<file path="src/design/lcr_pkg.sv">
`default_nettype none

package lcr_pkg;

  // Converter word and field widths
  localparam int DATA_BITS  = 24;
  localparam int WEIGHT_W   = DATA_BITS + 1;
  localparam int BCNT_W     = $clog2(DATA_BITS + 1);
  localparam int SCALE_W    = 16;
  localparam int HALF_W     = 8;
  localparam int TMO_W      = 20;
  localparam int INTV_W     = 26;
  localparam int CFG_DATA_W = 26;
  localparam int CFG_IDX_W  = 2;

  // Register indexes
  localparam logic [CFG_IDX_W-1:0] REG_SCALE = 2'd0;
  localparam logic [CFG_IDX_W-1:0] REG_HALF  = 2'd1;
  localparam logic [CFG_IDX_W-1:0] REG_TMO   = 2'd2;
  localparam logic [CFG_IDX_W-1:0] REG_INTV  = 2'd3;

  // Register reset values
  localparam logic [SCALE_W-1:0] SCALE_RST = 16'd426;
  localparam logic [HALF_W-1:0]  HALF_RST  = 8'd1;
  localparam logic [TMO_W-1:0]   TMO_RST   = 20'd1000000;
  localparam logic [INTV_W-1:0]  INTV_RST  = 26'd1000000;

  // Divider request: start, magnitude and sign of the tared count, and the scale
  typedef struct packed {
    logic                 start;
    logic                 neg;
    logic [DATA_BITS-1:0] mag;
    logic [SCALE_W-1:0]   divisor;
  } div_req_t;

  // Divider response: one-cycle done and the signed quotient
  typedef struct packed {
    logic                       done;
    logic signed [WEIGHT_W-1:0] quot;
  } div_rsp_t;

endpackage

`default_nettype wire

</file>
<file path="src/design/lcr_div.sv">
`default_nettype none

module lcr_div (
  input  logic              clk,
  input  logic              rst_n,
  input  lcr_pkg::div_req_t req,
  output lcr_pkg::div_rsp_t rsp
);
  import lcr_pkg::*;

  logic                 busy_r, busy_nxt;
  logic                 done_r, done_nxt;
  logic [BCNT_W-1:0]    cnt_r, cnt_nxt;
  logic [SCALE_W-1:0]   rem_r, rem_nxt;
  logic [DATA_BITS-1:0] quo_r, quo_nxt;
  logic [SCALE_W-1:0]   dvs_r, dvs_nxt;
  logic                 neg_r, neg_nxt;
  logic [SCALE_W:0]     trial;
  logic [SCALE_W:0]     diff;
  logic                 ge;
  logic [WEIGHT_W-1:0]  quo_ext;

  // One restoring step per cycle: bring in the next dividend bit, subtract if it fits
  always_comb begin
    trial    = {rem_r, quo_r[DATA_BITS-1]};
    ge       = (trial >= {1'b0, dvs_r});
    diff     = trial - {1'b0, dvs_r};
    busy_nxt = busy_r;
    done_nxt = 1'b0;
    cnt_nxt  = cnt_r;
    rem_nxt  = rem_r;
    quo_nxt  = quo_r;
    dvs_nxt  = dvs_r;
    neg_nxt  = neg_r;
    if (req.start) begin
      busy_nxt = 1'b1;
      cnt_nxt  = '0;
      rem_nxt  = '0;
      quo_nxt  = req.mag;
      dvs_nxt  = req.divisor;
      neg_nxt  = req.neg;
    end else if (busy_r) begin
      rem_nxt = ge ? diff[SCALE_W-1:0] : trial[SCALE_W-1:0];
      quo_nxt = {quo_r[DATA_BITS-2:0], ge};
      cnt_nxt = cnt_r + 1'b1;
      if (cnt_r == BCNT_W'(DATA_BITS - 1)) begin
        busy_nxt = 1'b0;
        done_nxt = 1'b1;
      end
    end
  end

  always_ff @(posedge clk) begin
    if (!rst_n) begin
      busy_r <= 1'b0;
      done_r <= 1'b0;
    end else begin
      busy_r <= busy_nxt;
      done_r <= done_nxt;
    end
    cnt_r <= cnt_nxt;
    rem_r <= rem_nxt;
    quo_r <= quo_nxt;
    dvs_r <= dvs_nxt;
    neg_r <= neg_nxt;
  end

  // Apply the sign to the magnitude quotient (truncates toward zero)
  assign quo_ext  = {1'b0, quo_r};
  assign rsp.done = done_r;
  assign rsp.quot = neg_r ? $signed(-quo_ext) : $signed(quo_ext);

endmodule

`default_nettype wire

</file>
<file path="src/design/load_cell_adc_reader_with_tare.sv">
// Load cell reader for a two-wire 24-bit serial converter, with automatic tare.
// Input channel: one transaction per timing tick, carrying the sampled data-out
// level (in_dout_level, 0 = converter ready). Output channel: one transaction per
// tick with the clock level to drive for that tick, a weight-valid pulse, the
// latest weight in grams, the latest raw count, tare-done and a sticky timeout.
// Ticks are taken one per cycle unless the output or the divider stalls; each
// result goes to an output register; the next tick is accepted while it is taken.
// The tick that completes a tared conversion starts the restoring divider, which
// retires one quotient bit per cycle; no tick is taken until its quotient has
// reached the output register. Configuration (cfg_we/cfg_index/cfg_wdata) is to
// be written by the user only while the block is idle; it does not enforce this.
// Reset (rst_n low, synchronous) restores the default registers, clears the tare
// and timeout state, and starts the first conversion on the first tick.
// A stall on the output holds the result and its payload and stalls the input.
// A wait that times out after the tare halts reading until the next reset.
`default_nettype none

module load_cell_adc_reader_with_tare (
  input  logic                                 clk,
  input  logic                                 rst_n,
  input  logic                                 in_valid,
  output logic                                 in_stall,
  input  logic                                 in_dout_level,
  output logic                                 out_valid,
  input  logic                                 out_stall,
  output logic                                 out_sck_level,
  output logic                                 out_weight_valid,
  output logic signed [lcr_pkg::WEIGHT_W-1:0]  out_net_weight,
  output logic [lcr_pkg::DATA_BITS-1:0]        out_adc_code,
  output logic                                 out_tare_done,
  output logic                                 out_timeout_flag,
  input  logic                                 cfg_we,
  input  logic [lcr_pkg::CFG_IDX_W-1:0]        cfg_index,
  input  logic [lcr_pkg::CFG_DATA_W-1:0]       cfg_wdata
);
  import lcr_pkg::*;

  typedef enum logic [5:0] {
    PH_IDLE  = 6'b000001,
    PH_WAIT  = 6'b000010,
    PH_HIGH  = 6'b000100,
    PH_LOW   = 6'b001000,
    PH_EXTRA = 6'b010000,
    PH_HALT  = 6'b100000
  } phase_t;

  // Configuration registers
  logic [SCALE_W-1:0] scale_r;
  logic [HALF_W-1:0]  half_r;
  logic [TMO_W-1:0]   tmo_r;
  logic [INTV_W-1:0]  intv_ticks_r;

  // Conversion state
  phase_t               phase_r, phase_nxt, ph;
  logic [BCNT_W-1:0]    bit_cnt_r, bit_cnt_nxt, bit_inc;
  logic [DATA_BITS-1:0] shift_r, shift_nxt;
  logic [HALF_W-1:0]    hp_cnt_r, hp_cnt_nxt, half_eff;
  logic [HALF_W:0]      hp_inc;
  logic                 half_hit;
  logic [TMO_W-1:0]     wait_cnt_r, wait_cnt_nxt, wait_base, wait_inc;
  logic [INTV_W-1:0]    intv_cnt_r, intv_cnt_nxt;
  logic [DATA_BITS-1:0] tare_r, tare_nxt;
  logic                 tare_valid_r, tare_valid_nxt;
  logic                 halted_r, halted_nxt;
  logic                 timeout_r, timeout_nxt;
  logic [DATA_BITS-1:0] last_raw_r, last_raw_nxt;
  logic signed [WEIGHT_W-1:0] weight_r;

  // Output and divider handshake
  logic out_valid_r, out_sck_r, out_wv_r;
  logic busy_r;
  logic in_acc, started, sck, fin, div_go;
  logic [DATA_BITS-1:0] raw;
  logic [DATA_BITS:0]   tdiff, tdiff_neg;
  div_req_t div_req;
  div_rsp_t div_rsp;

  assign in_acc   = in_valid && !in_stall;
  assign in_stall = busy_r || (out_valid_r && out_stall);
  assign half_eff = (half_r == '0) ? HALF_W'(1) : half_r;
  assign hp_inc   = {1'b0, hp_cnt_r} + 1'b1;
  assign half_hit = (hp_inc >= {1'b0, half_eff});
  assign raw      = shift_r ^ {1'b1, {(DATA_BITS-1){1'b0}}};

  // Advance one tick of the conversion sequencer
  always_comb begin
    intv_cnt_nxt   = intv_cnt_r;
    wait_base      = wait_cnt_r;
    ph             = phase_r;
    started        = (phase_r == PH_IDLE) && !halted_r && (intv_cnt_r == '0);
    if (started) begin
      intv_cnt_nxt = (intv_ticks_r != '0) ? intv_ticks_r - 1'b1 : '0;
      wait_base    = '0;
      ph           = PH_WAIT;
    end else if (intv_cnt_r != '0 && !halted_r) begin
      intv_cnt_nxt = intv_cnt_r - 1'b1;
    end
    wait_inc       = wait_base + 1'b1;
    phase_nxt      = ph;
    wait_cnt_nxt   = wait_base;
    bit_cnt_nxt    = bit_cnt_r;
    bit_inc        = bit_cnt_r + 1'b1;
    shift_nxt      = shift_r;
    hp_cnt_nxt     = hp_cnt_r;
    tare_nxt       = tare_r;
    tare_valid_nxt = tare_valid_r;
    halted_nxt     = halted_r;
    timeout_nxt    = timeout_r;
    last_raw_nxt   = last_raw_r;
    sck            = 1'b0;
    fin            = 1'b0;
    div_go         = 1'b0;
    unique case (ph)
      PH_WAIT: begin
        if (!in_dout_level) begin
          phase_nxt   = PH_HIGH;
          hp_cnt_nxt  = '0;
          bit_cnt_nxt = '0;
          shift_nxt   = '0;
        end else begin
          wait_cnt_nxt = wait_inc;
          if (wait_inc >= tmo_r || wait_inc == '0) begin
            timeout_nxt = 1'b1;
            if (tare_valid_r) begin
              halted_nxt = 1'b1;
              phase_nxt  = PH_HALT;
            end else begin
              phase_nxt  = PH_IDLE;
            end
          end
        end
      end
      PH_HIGH: begin
        sck = 1'b1;
        if (half_hit) begin
          hp_cnt_nxt = '0;
          phase_nxt  = PH_LOW;
        end else begin
          hp_cnt_nxt = hp_inc[HALF_W-1:0];
        end
      end
      PH_LOW: begin
        if (half_hit) begin
          hp_cnt_nxt  = '0;
          shift_nxt   = {shift_r[DATA_BITS-2:0], in_dout_level};
          bit_cnt_nxt = bit_inc;
          phase_nxt   = (bit_inc >= BCNT_W'(DATA_BITS)) ? PH_EXTRA : PH_HIGH;
        end else begin
          hp_cnt_nxt  = hp_inc[HALF_W-1:0];
        end
      end
      PH_EXTRA: begin
        sck = 1'b1;
        if (half_hit) begin
          hp_cnt_nxt = '0;
          fin        = 1'b1;
          phase_nxt  = PH_IDLE;
        end else begin
          hp_cnt_nxt = hp_inc[HALF_W-1:0];
        end
      end
      PH_IDLE, PH_HALT: begin
      end
      default: begin
      end
    endcase
    // Capture the tare on the first good read, else hand off to the divider
    if (fin) begin
      last_raw_nxt = raw;
      if (!tare_valid_r) begin
        tare_nxt       = raw;
        tare_valid_nxt = 1'b1;
      end else begin
        div_go = 1'b1;
      end
    end
  end

  // Tared count as sign and magnitude
  assign tdiff     = {1'b0, raw} - {1'b0, tare_r};
  assign tdiff_neg = -tdiff;

  always_comb begin
    div_req.start   = in_acc && div_go;
    div_req.neg     = tdiff[DATA_BITS];
    div_req.mag     = tdiff[DATA_BITS] ? tdiff_neg[DATA_BITS-1:0] : tdiff[DATA_BITS-1:0];
    div_req.divisor = (scale_r == '0) ? SCALE_W'(1) : scale_r;
  end

  lcr_div u_div (
    .clk   (clk),
    .rst_n (rst_n),
    .req   (div_req),
    .rsp   (div_rsp)
  );

  // Write configuration registers
  always_ff @(posedge clk) begin
    if (!rst_n) begin
      scale_r      <= SCALE_RST;
      half_r       <= HALF_RST;
      tmo_r        <= TMO_RST;
      intv_ticks_r <= INTV_RST;
    end else if (cfg_we) begin
      unique case (cfg_index)
        REG_SCALE: scale_r      <= cfg_wdata[SCALE_W-1:0];
        REG_HALF:  half_r       <= cfg_wdata[HALF_W-1:0];
        REG_TMO:   tmo_r        <= cfg_wdata[TMO_W-1:0];
        REG_INTV:  intv_ticks_r <= cfg_wdata[INTV_W-1:0];
      endcase
    end
  end

  // Commit the tick state on each accepted transaction
  always_ff @(posedge clk) begin
    if (!rst_n) begin
      phase_r      <= PH_IDLE;
      bit_cnt_r    <= '0;
      shift_r      <= '0;
      hp_cnt_r     <= '0;
      wait_cnt_r   <= '0;
      intv_cnt_r   <= '0;
      tare_r       <= '0;
      tare_valid_r <= 1'b0;
      halted_r     <= 1'b0;
      timeout_r    <= 1'b0;
      last_raw_r   <= '0;
    end else if (in_acc) begin
      phase_r      <= phase_nxt;
      bit_cnt_r    <= bit_cnt_nxt;
      shift_r      <= shift_nxt;
      hp_cnt_r     <= hp_cnt_nxt;
      wait_cnt_r   <= wait_cnt_nxt;
      intv_cnt_r   <= intv_cnt_nxt;
      tare_r       <= tare_nxt;
      tare_valid_r <= tare_valid_nxt;
      halted_r     <= halted_nxt;
      timeout_r    <= timeout_nxt;
      last_raw_r   <= last_raw_nxt;
    end
  end

  // Load the output register; hold it back while the divider runs
  always_ff @(posedge clk) begin
    if (!rst_n) begin
      out_valid_r <= 1'b0;
      out_sck_r   <= 1'b0;
      out_wv_r    <= 1'b0;
      busy_r      <= 1'b0;
      weight_r    <= '0;
    end else begin
      if (in_acc) begin
        out_sck_r   <= sck;
        out_wv_r    <= div_go;
        out_valid_r <= !div_go;
        busy_r      <= div_go;
      end else if (div_rsp.done) begin
        weight_r    <= div_rsp.quot;
        out_valid_r <= 1'b1;
        busy_r      <= 1'b0;
      end else if (out_valid_r && !out_stall) begin
        out_valid_r <= 1'b0;
      end
    end
  end

  assign out_valid        = out_valid_r;
  assign out_sck_level    = out_sck_r;
  assign out_weight_valid = out_wv_r;
  assign out_net_weight   = weight_r;
  assign out_adc_code     = last_raw_r;
  assign out_tare_done    = tare_valid_r;
  assign out_timeout_flag = timeout_r;

endmodule

`default_nettype wire

</file>
<file path="config.mk">
export PLATFORM = sky130hd
export DESIGN_NAME = load_cell_adc_reader_with_tare
export DESIGN_NICKNAME = d
export VERILOG_FILES = /design/src/design/lcr_pkg.sv /design/src/design/lcr_div.sv /design/src/design/load_cell_adc_reader_with_tare.sv
export SDC_FILE = /design/constraint.sdc
export NUM_CORES = 1
export LEC_CHECK = 0
export BUFFER_PORTS_ARGS = -buffer_cell sky130_fd_sc_hd__buf_2
export CORE_ASPECT_RATIO = 0.9
export CORE_MARGIN = 2
export CORE_UTILIZATION = 62
export DETAILED_ROUTE_END_ITERATION = 6
export GPL_ROUTABILITY_DRIVEN = 1
export HOLD_SLACK_MARGIN = 0.05
export PLACE_DENSITY = 0.79
export SYNTH_ARGS = -nofsm -noshare
export SYNTH_HDL_FRONTEND = slang
export SYNTH_SLANG_ARGS = --single-unit
</file>
<file path="constraint.sdc">
create_clock -name clk -period 6.4 [get_ports clk]
set_input_delay 0.64 -clock clk [delete_from_list [all_inputs] [get_ports clk]]
set_output_delay 0.64 -clock clk [all_outputs]
set_load 0.02 [all_outputs]
</file>
=== After elaboration in Yosys (flattened, before gate mapping) ===
Index checks and enable logic that the tools add are counted.
W data, S select, Z words.

* Bits of input ports: 34
* Register bits after elaboration: 303
* Logic and storage cells: 142
* Memories kept: 0
* Latch bits: 0
* RAM bits: 0
* ROM bits: 0

* Equality and inequality tests: 11
* Divide/modulo/power cells: 0
* Order comparisons: 4
* Muxes and demuxes: 44
* Add/subtract/negate cells: 10
* Bitwise operators: 5
* Reduce and logical (&&, ||, !) cells: 41
* Multiply operators: 0
* Shifts and indexed selects: 0

{| class="wikitable"
|+ Operators by type and width
! operator !! count
|-
| $mux W24 || 5
|-
| $mux W26 || 3
|-
| $mux W20 || 3
|-
| $reduce_bool A26 Y1 || 2
|-
| $sub A26 B1 Y26 const B || 2
|-
| $pmux W24 S2 || 1
|-
| $mux W6 || 7
|-
| $logic_not A26 Y1 || 1
|-
| $mux W25 || 1
|-
| $neg A24 Y25 || 1
|-
| $sub A24 B24 Y25 || 1
|-
| $mux W8 || 3
|-
| $neg A24 Y24 || 1
|-
| $pmux W6 S4 || 1
|-
| $add A20 B1 Y20 const B || 1
|-
| $ge A20 B20 Y1 || 1
|-
| $logic_not A20 Y1 || 1
|-
| $ge A17 B16 Y1 || 1
|-
| $logic_not A16 Y1 || 1
|-
| $mux W16 || 1
|-
| $pmux W8 S2 || 1
|-
| $sub A16 B16 Y16 || 1
|-
| $mux W5 || 3
|-
| $mux W1 || 14
|-
| other kinds (28) || 58
|}

=== Logic depth before layout (Yosys ltp) ===
* Depth after elaboration: 10
* Mapped depth: 25
* Gate-level depth less buffers: 23

=== Modules after synthesis ===
A second synthesis with hierarchy kept.

* Cells, all modules: 2,093
* Area, all modules: 17,202.7 µm²

{| class="wikitable"
|+ By module, submodules not included
! module !! instances !! area each (µm²) !! cells an instance !! seq. area each (µm²)
|-
| load_cell_adc_reader_with_tare || 1 || 13,370.3 || 1,703 || 4,784.6
|-
| lcr_div || 1 || 3,832.4 || 390 || 1,691.6
|}

=== Worst setup path after synthesis ===
OpenSTA, ideal clock, no wires.

* Path type: register -> register
* Start: register intv_cnt_r[0]
* End: register halted_r
* Slack: 1.025 ns
* Period minus slack after synthesis: 5.375 ns
* Data required time: 6.283 ns
* Stages on the path, launching flop included: 26
* Arrival: 5.259 ns
* Cell sequence: dfxtp_1 -> inv_1 -> ha_1 -> or3b_2 -> nor3_2 -> nand4_2 -> nor3b_4 -> clkbuf_1 -> clkbuf_1 -> nor2b_1 -> ha_1 -> nand3_1 -> nor3_1 -> and3_1 -> xor2_1 -> nor2b_1 -> ha_1 -> o211ai_1 -> nor2_1 -> a21oi_1 -> o21ai_0 -> o21ai_0 -> a211oi_1 -> or4b_1 -> and2_1 -> a22o_1

* Longest elaborated chain between the ends: 7
* Elaborated cells between the ends (all ways): 10
* Classes of those cells: add/sub (1); order compare (1); eq/ne (1); mux (2); reduce/logical (5)

{| class="wikitable"
|+ RTL lines
! item !! line !! source
|-
| start: declaration || load_cell_adc_reader_with_tare.sv:61 || <nowiki>logic [INTV_W-1:0] intv_cnt_r, intv_cnt_nxt;</nowiki>
|-
| start signal: assignment || load_cell_adc_reader_with_tare.sv:234 || <nowiki>intv_cnt_r <= intv_cnt_nxt;</nowiki>
|-
| $logic_not A26 Y1 * || load_cell_adc_reader_with_tare.sv:90 || <nowiki>started = (phase_r == PH_IDLE) && !halted_r && (intv_cnt_r == '0);</nowiki>
|-
| $logic_and A1 B1 Y1 * || load_cell_adc_reader_with_tare.sv:90 ||
|-
| $mux W20 || load_cell_adc_reader_with_tare.sv:91 || <nowiki>if (started) begin</nowiki>
|-
| $add A20 B1 Y20 || load_cell_adc_reader_with_tare.sv:98 || <nowiki>wait_inc = wait_base + 1'b1;</nowiki>
|-
| $ge A20 B20 Y1 / $logic_not A20 Y1 (equally long branches) || load_cell_adc_reader_with_tare.sv:122 || <nowiki>if (wait_inc >= tmo_r || wait_inc == '0) begin</nowiki>
|-
| $logic_or A1 B1 Y1 || load_cell_adc_reader_with_tare.sv:122 ||
|-
| $reduce_and A5 Y1 (no line) * || - ||
|-
| end signal: assignment || load_cell_adc_reader_with_tare.sv:237 || <nowiki>halted_r <= halted_nxt;</nowiki>
|-
| end: declaration || load_cell_adc_reader_with_tare.sv:64 || <nowiki>logic halted_r, halted_nxt;</nowiki>
|}

Mark *: on every way between the ends. The rest lies on a longest branch, timed or not.
A chain may end at the register's enable or synchronous reset.

=== Worst setup path in the final report ===
* Start: register intv_cnt_r[0]
* End: register phase_r[5]

* Longest elaborated chain between the ends: 9
* Elaborated cells between the ends (all ways): 18
* Classes of those cells: add/sub (1); order compare (1); eq/ne (4); mux (8); reduce/logical (4)

{| class="wikitable"
|+ RTL lines
! item !! line !! source
|-
| $logic_not A26 Y1 * || load_cell_adc_reader_with_tare.sv:90 ||
|-
| $logic_and A1 B1 Y1 * || load_cell_adc_reader_with_tare.sv:90 ||
|-
| $mux W20 || load_cell_adc_reader_with_tare.sv:91 ||
|-
| $add A20 B1 Y20 || load_cell_adc_reader_with_tare.sv:98 ||
|-
| $ge A20 B20 Y1 / $logic_not A20 Y1 (equally long branches) || load_cell_adc_reader_with_tare.sv:122 ||
|-
| $logic_or A1 B1 Y1 || load_cell_adc_reader_with_tare.sv:122 ||
|-
| $mux W6 || load_cell_adc_reader_with_tare.sv:122 ||
|-
| $mux W6 || load_cell_adc_reader_with_tare.sv:115 || <nowiki>if (!in_dout_level) begin</nowiki>
|-
| $pmux W6 S4 * || load_cell_adc_reader_with_tare.sv:113 || <nowiki>unique case (ph)</nowiki>
|-
| end signal: assignment || load_cell_adc_reader_with_tare.sv:229 || <nowiki>phase_r <= phase_nxt;</nowiki>
|-
| end: declaration || load_cell_adc_reader_with_tare.sv:54 || <nowiki>phase_t phase_r, phase_nxt, ph;</nowiki>
|}

Marked as above.

==> flow_summary.yaml <==
clocking:
  clk_pin_slew_ns: 0.06
  cts_tree: "yes"
  cts_buffer_depth: 3
  cts_hold_buffers: 0
  cts.repair.resized: 0
  root_buffer: "clkbuf_16"
  cts_num_sinks: 303
  cts-htree-levels: 2
  numCtsBuffers: 34
  postCtsSetupBuffers: 0
  clock_latency_ns: 0.52
routing:
  drc_errors: 0
  routed_wl_um: 43600
  wl_per_cell_um: 17.0
  firstDrtPassIters: 6
  vias_per_cell: 6.05
  ant_nets: 0
  drt-initial-drc-count: 1366
  vias: 15500
outcome:
  outcome: "finished clean"
place:
  io_buffers: 88
  post-place-ws_ns: 0.833
  dpl.hpwl_um: 30900
  place_congestion: 0.939
logic_synthesis:
  yosysMostFrequentCell: "nand2_1"
  synth-seq-cells: 303
  synth_nets: 2291
  syn_area_um2: 17200
  yosysSeqAreaShare: 0.377
  netlist.area_leader.share: 0.305
  synth_cells: 2177
  ys_warn_count: 0
  synth_edf_count: 41
  synthArstFlopShare: 0
  synth_area_leaders: "dfxtp_1 31%, nand2_1 8.4%, edfxtp_1 7.2%"
  synth_top_area_cell: "dfxtp_1"
  synth_ff_type: "dfxtp_1"
  yosysUniqueCellTypes: 89
  netlist_top_cells_count: "385 x nand2_1, 262 x dfxtp_1, 213 x a21oi_1, 154 x nor2_1, 123 x clkbuf_1"
  synth.avg_cell_area_um2: 7.90
hold_path:
  min_path_cells: 3
  min_from: "cfg_wdata[24]"
  worstHoldEndpoint: "intv_ticks_r[24]"
  hold_path_class: "in2reg"
grt:
  track_usage: 0.293
  grt_max_degree: 81
  grt_antenna_before_repair: 1
  grt_pass1_vias: 14200
  grt_pass1_wl_um: 71300
  grt_overflow: 0
worst_setup_path:
  crit_arrival_ns: 6.11
  critical_path_required_ns: 6.81
  reg2regPathDepth: 23
  rrSetupSlack_ns: 0.70
  path_class: "reg2reg"
  cp_max_fo: 7
  startpoint_type: "flop"
  r2r-end: "phase_r[5]"
  cp-end-kind: "flop"
  r2r_start: "intv_cnt_r[0]"
timing:
  period_share: 0.891
  finalSetupViolations: 0
  slew_headroom: 0.230
  hold_violations: 0
  worstMarginPinSlew_ns: 1.16
  fmax_mhz: 175
  clock_skew_ns: 0.0312
  worst_slack_ns: 0.698
  finalSetupTns_ns: 0
  drv_slew: 0
  grt_setup_unrepaired: "no"
  period_needed_ns: 5.70
pwr:
  p_leak_uw: 0.00778
  ir_worst_vdd_uv: 276
  powerDensity_nw_per_um2: 284
die:
  num_rows: 57
  die_width_um: 180
  coreArea_um2: 27100
  start_util: 0.634
  dieArea_um2: 29100
  die_h_um: 162
  io_pins: 89
cells_and_area:
  syn_to_final_growth_pct: 9.65
  drive_gt1_frac: 0.0915
  layout.nets: 2298
  antenna_cells: 0
flow_run:
  cap_violations: 0
## per-layer routing
| layer | vias up | wire (µm) | part of all wire | global-route usage |
|---|---|---|---|---|
| li1 | 7628 | - | - | - |
| met1 | 7244 | 21100 | 0.48 | 0.442 |
| met2 | 550 | 18600 | 0.43 | 0.440 |
| met3 | 65 | 3170 | 0.073 | 0.0413 |
| met4 | 0 | 745 | 0.017 | 0.0732 |
| met5 | - | 0 | 0 | 0 |
## report_power, final
group | switching [µW] | internal [µW] | leakage, µW
Clock | 792 | 1230 | 0.000570
Sequential | 93.6 | 2010 | 0.00240
Combinational | 815 | 406 | 0.00481
## cell usage in the layout, fill, tap and decap left out, types with 45 or more instances in the layout
cell / synthesis / layout
xor2_1: 77 / 77
nor2_1: 154 / 154
a21oi_1: 213 / 213
nand3_1: 80 / 80
nand2_1: 385 / 385
nor3_1: 46 / 46
ha_1: 78 / 78
buf_2: 8 / 88
dfxtp_1: 262 / 262
xnor2_1: 45 / 45
o21ai_0: 121 / 120
inv_1: 101 / 100
## critical path: stages, from the launching register on
cell and delay (ns):
dfxtp_1 0.32, inv_1 0.07, ha_1 0.17, or3b_2 0.51, nor3_2 0.43, nand4_2 0.27
nor3b_4 0.41, nor2b_1 0.15, ha_1 0.29, nand3_1 0.20, nor3_1 0.14, and3_1 0.21
xor2_1 0.24, nor2b_1 0.17, ha_1 0.25, o211ai_1 0.14, nor2_1 0.09, a21oi_1 0.13
o21ai_0 0.13, o21ai_0 0.18, a211oi_1 0.09, or4b_1 0.59, and2_1 0.22, a22o_1 0.18
## through the flow
stage	utilization	power [µW]	area, µm²	instances	hold slack [ns]
floorplan	-	3020	17200	2177	0.432
CTS	0.696	5330	18900	2561	0.357
global route	0.696	5570	18900	2561	0.369
global placement	0.653	3280	17700	2502	0.438
detailed placement	0.653	3310	17700	2502	0.444
finish	0.696	5350	18900	2561	0.368
## cell type report
type / instances / area [µm²]
Clock buffer: 45 / 963
Clock inverter: 14 / 191
Fill cell: 2273 / 8250
Inverter: 101 / 382
Multi-Input combinational cell: 1639 / 9830
Sequential cell: 303 / 6480
Tap cell: 354 / 443
Timing Repair Buffer: 105 / 568
## worst max-delay path by stage
stage          slack, ns               end           from  depth (start not counted)
3_5_place_dp        0.83        phase_r[5]  intv_cnt_r[0]                         23
4_1_cts             0.81        phase_r[5]  intv_cnt_r[0]                         23
2_1_floorplan       1.02          halted_r  intv_cnt_r[0]                         25
3_3_place_gp         1.0          halted_r  intv_cnt_r[0]                         23
5_1_grt             0.30  out_timeout_flag  intv_cnt_r[0]                         23
6_report            0.70        phase_r[5]  intv_cnt_r[0]                         23
## kinds of logic (layout without fill, tap and decap cells)
| family | count (synthesis) | in the layout | synth area share |
|---|---|---|---|
| AOI/OAI and AO/OA | 556 | 556 | 0.204 |
| adders and majority gates | 80 | 80 | 0.0591 |
| DFF | 303 | 303 | 0.377 |
| muxes | 21 | 21 | 0.0124 |
| xor gates and xnor gates | 122 | 122 | 0.0622 |
| buffers and inverters | 235 | 265 | 0.0519 |
| and+or+nand+nor | 860 | 860 | 0.234 |
## state kept, by name (all words and copies together) (netlist names), 5 cells and up
register        count
u_div.dvs_r        16
scale_r            16
out_adc_code       24
hp_cnt_r            8
u_div.rem_r        16
phase_r             6
half_r              8
wait_cnt_r         20
tare_r             24
tmo_r              20
intv_cnt_r         26
u_div.quo_r        24
bit_cnt_r           5
intv_ticks_r       26
shift_r            24
u_div.cnt_r         5
out_net_weight     25
(Power assumes the default switching activity.)
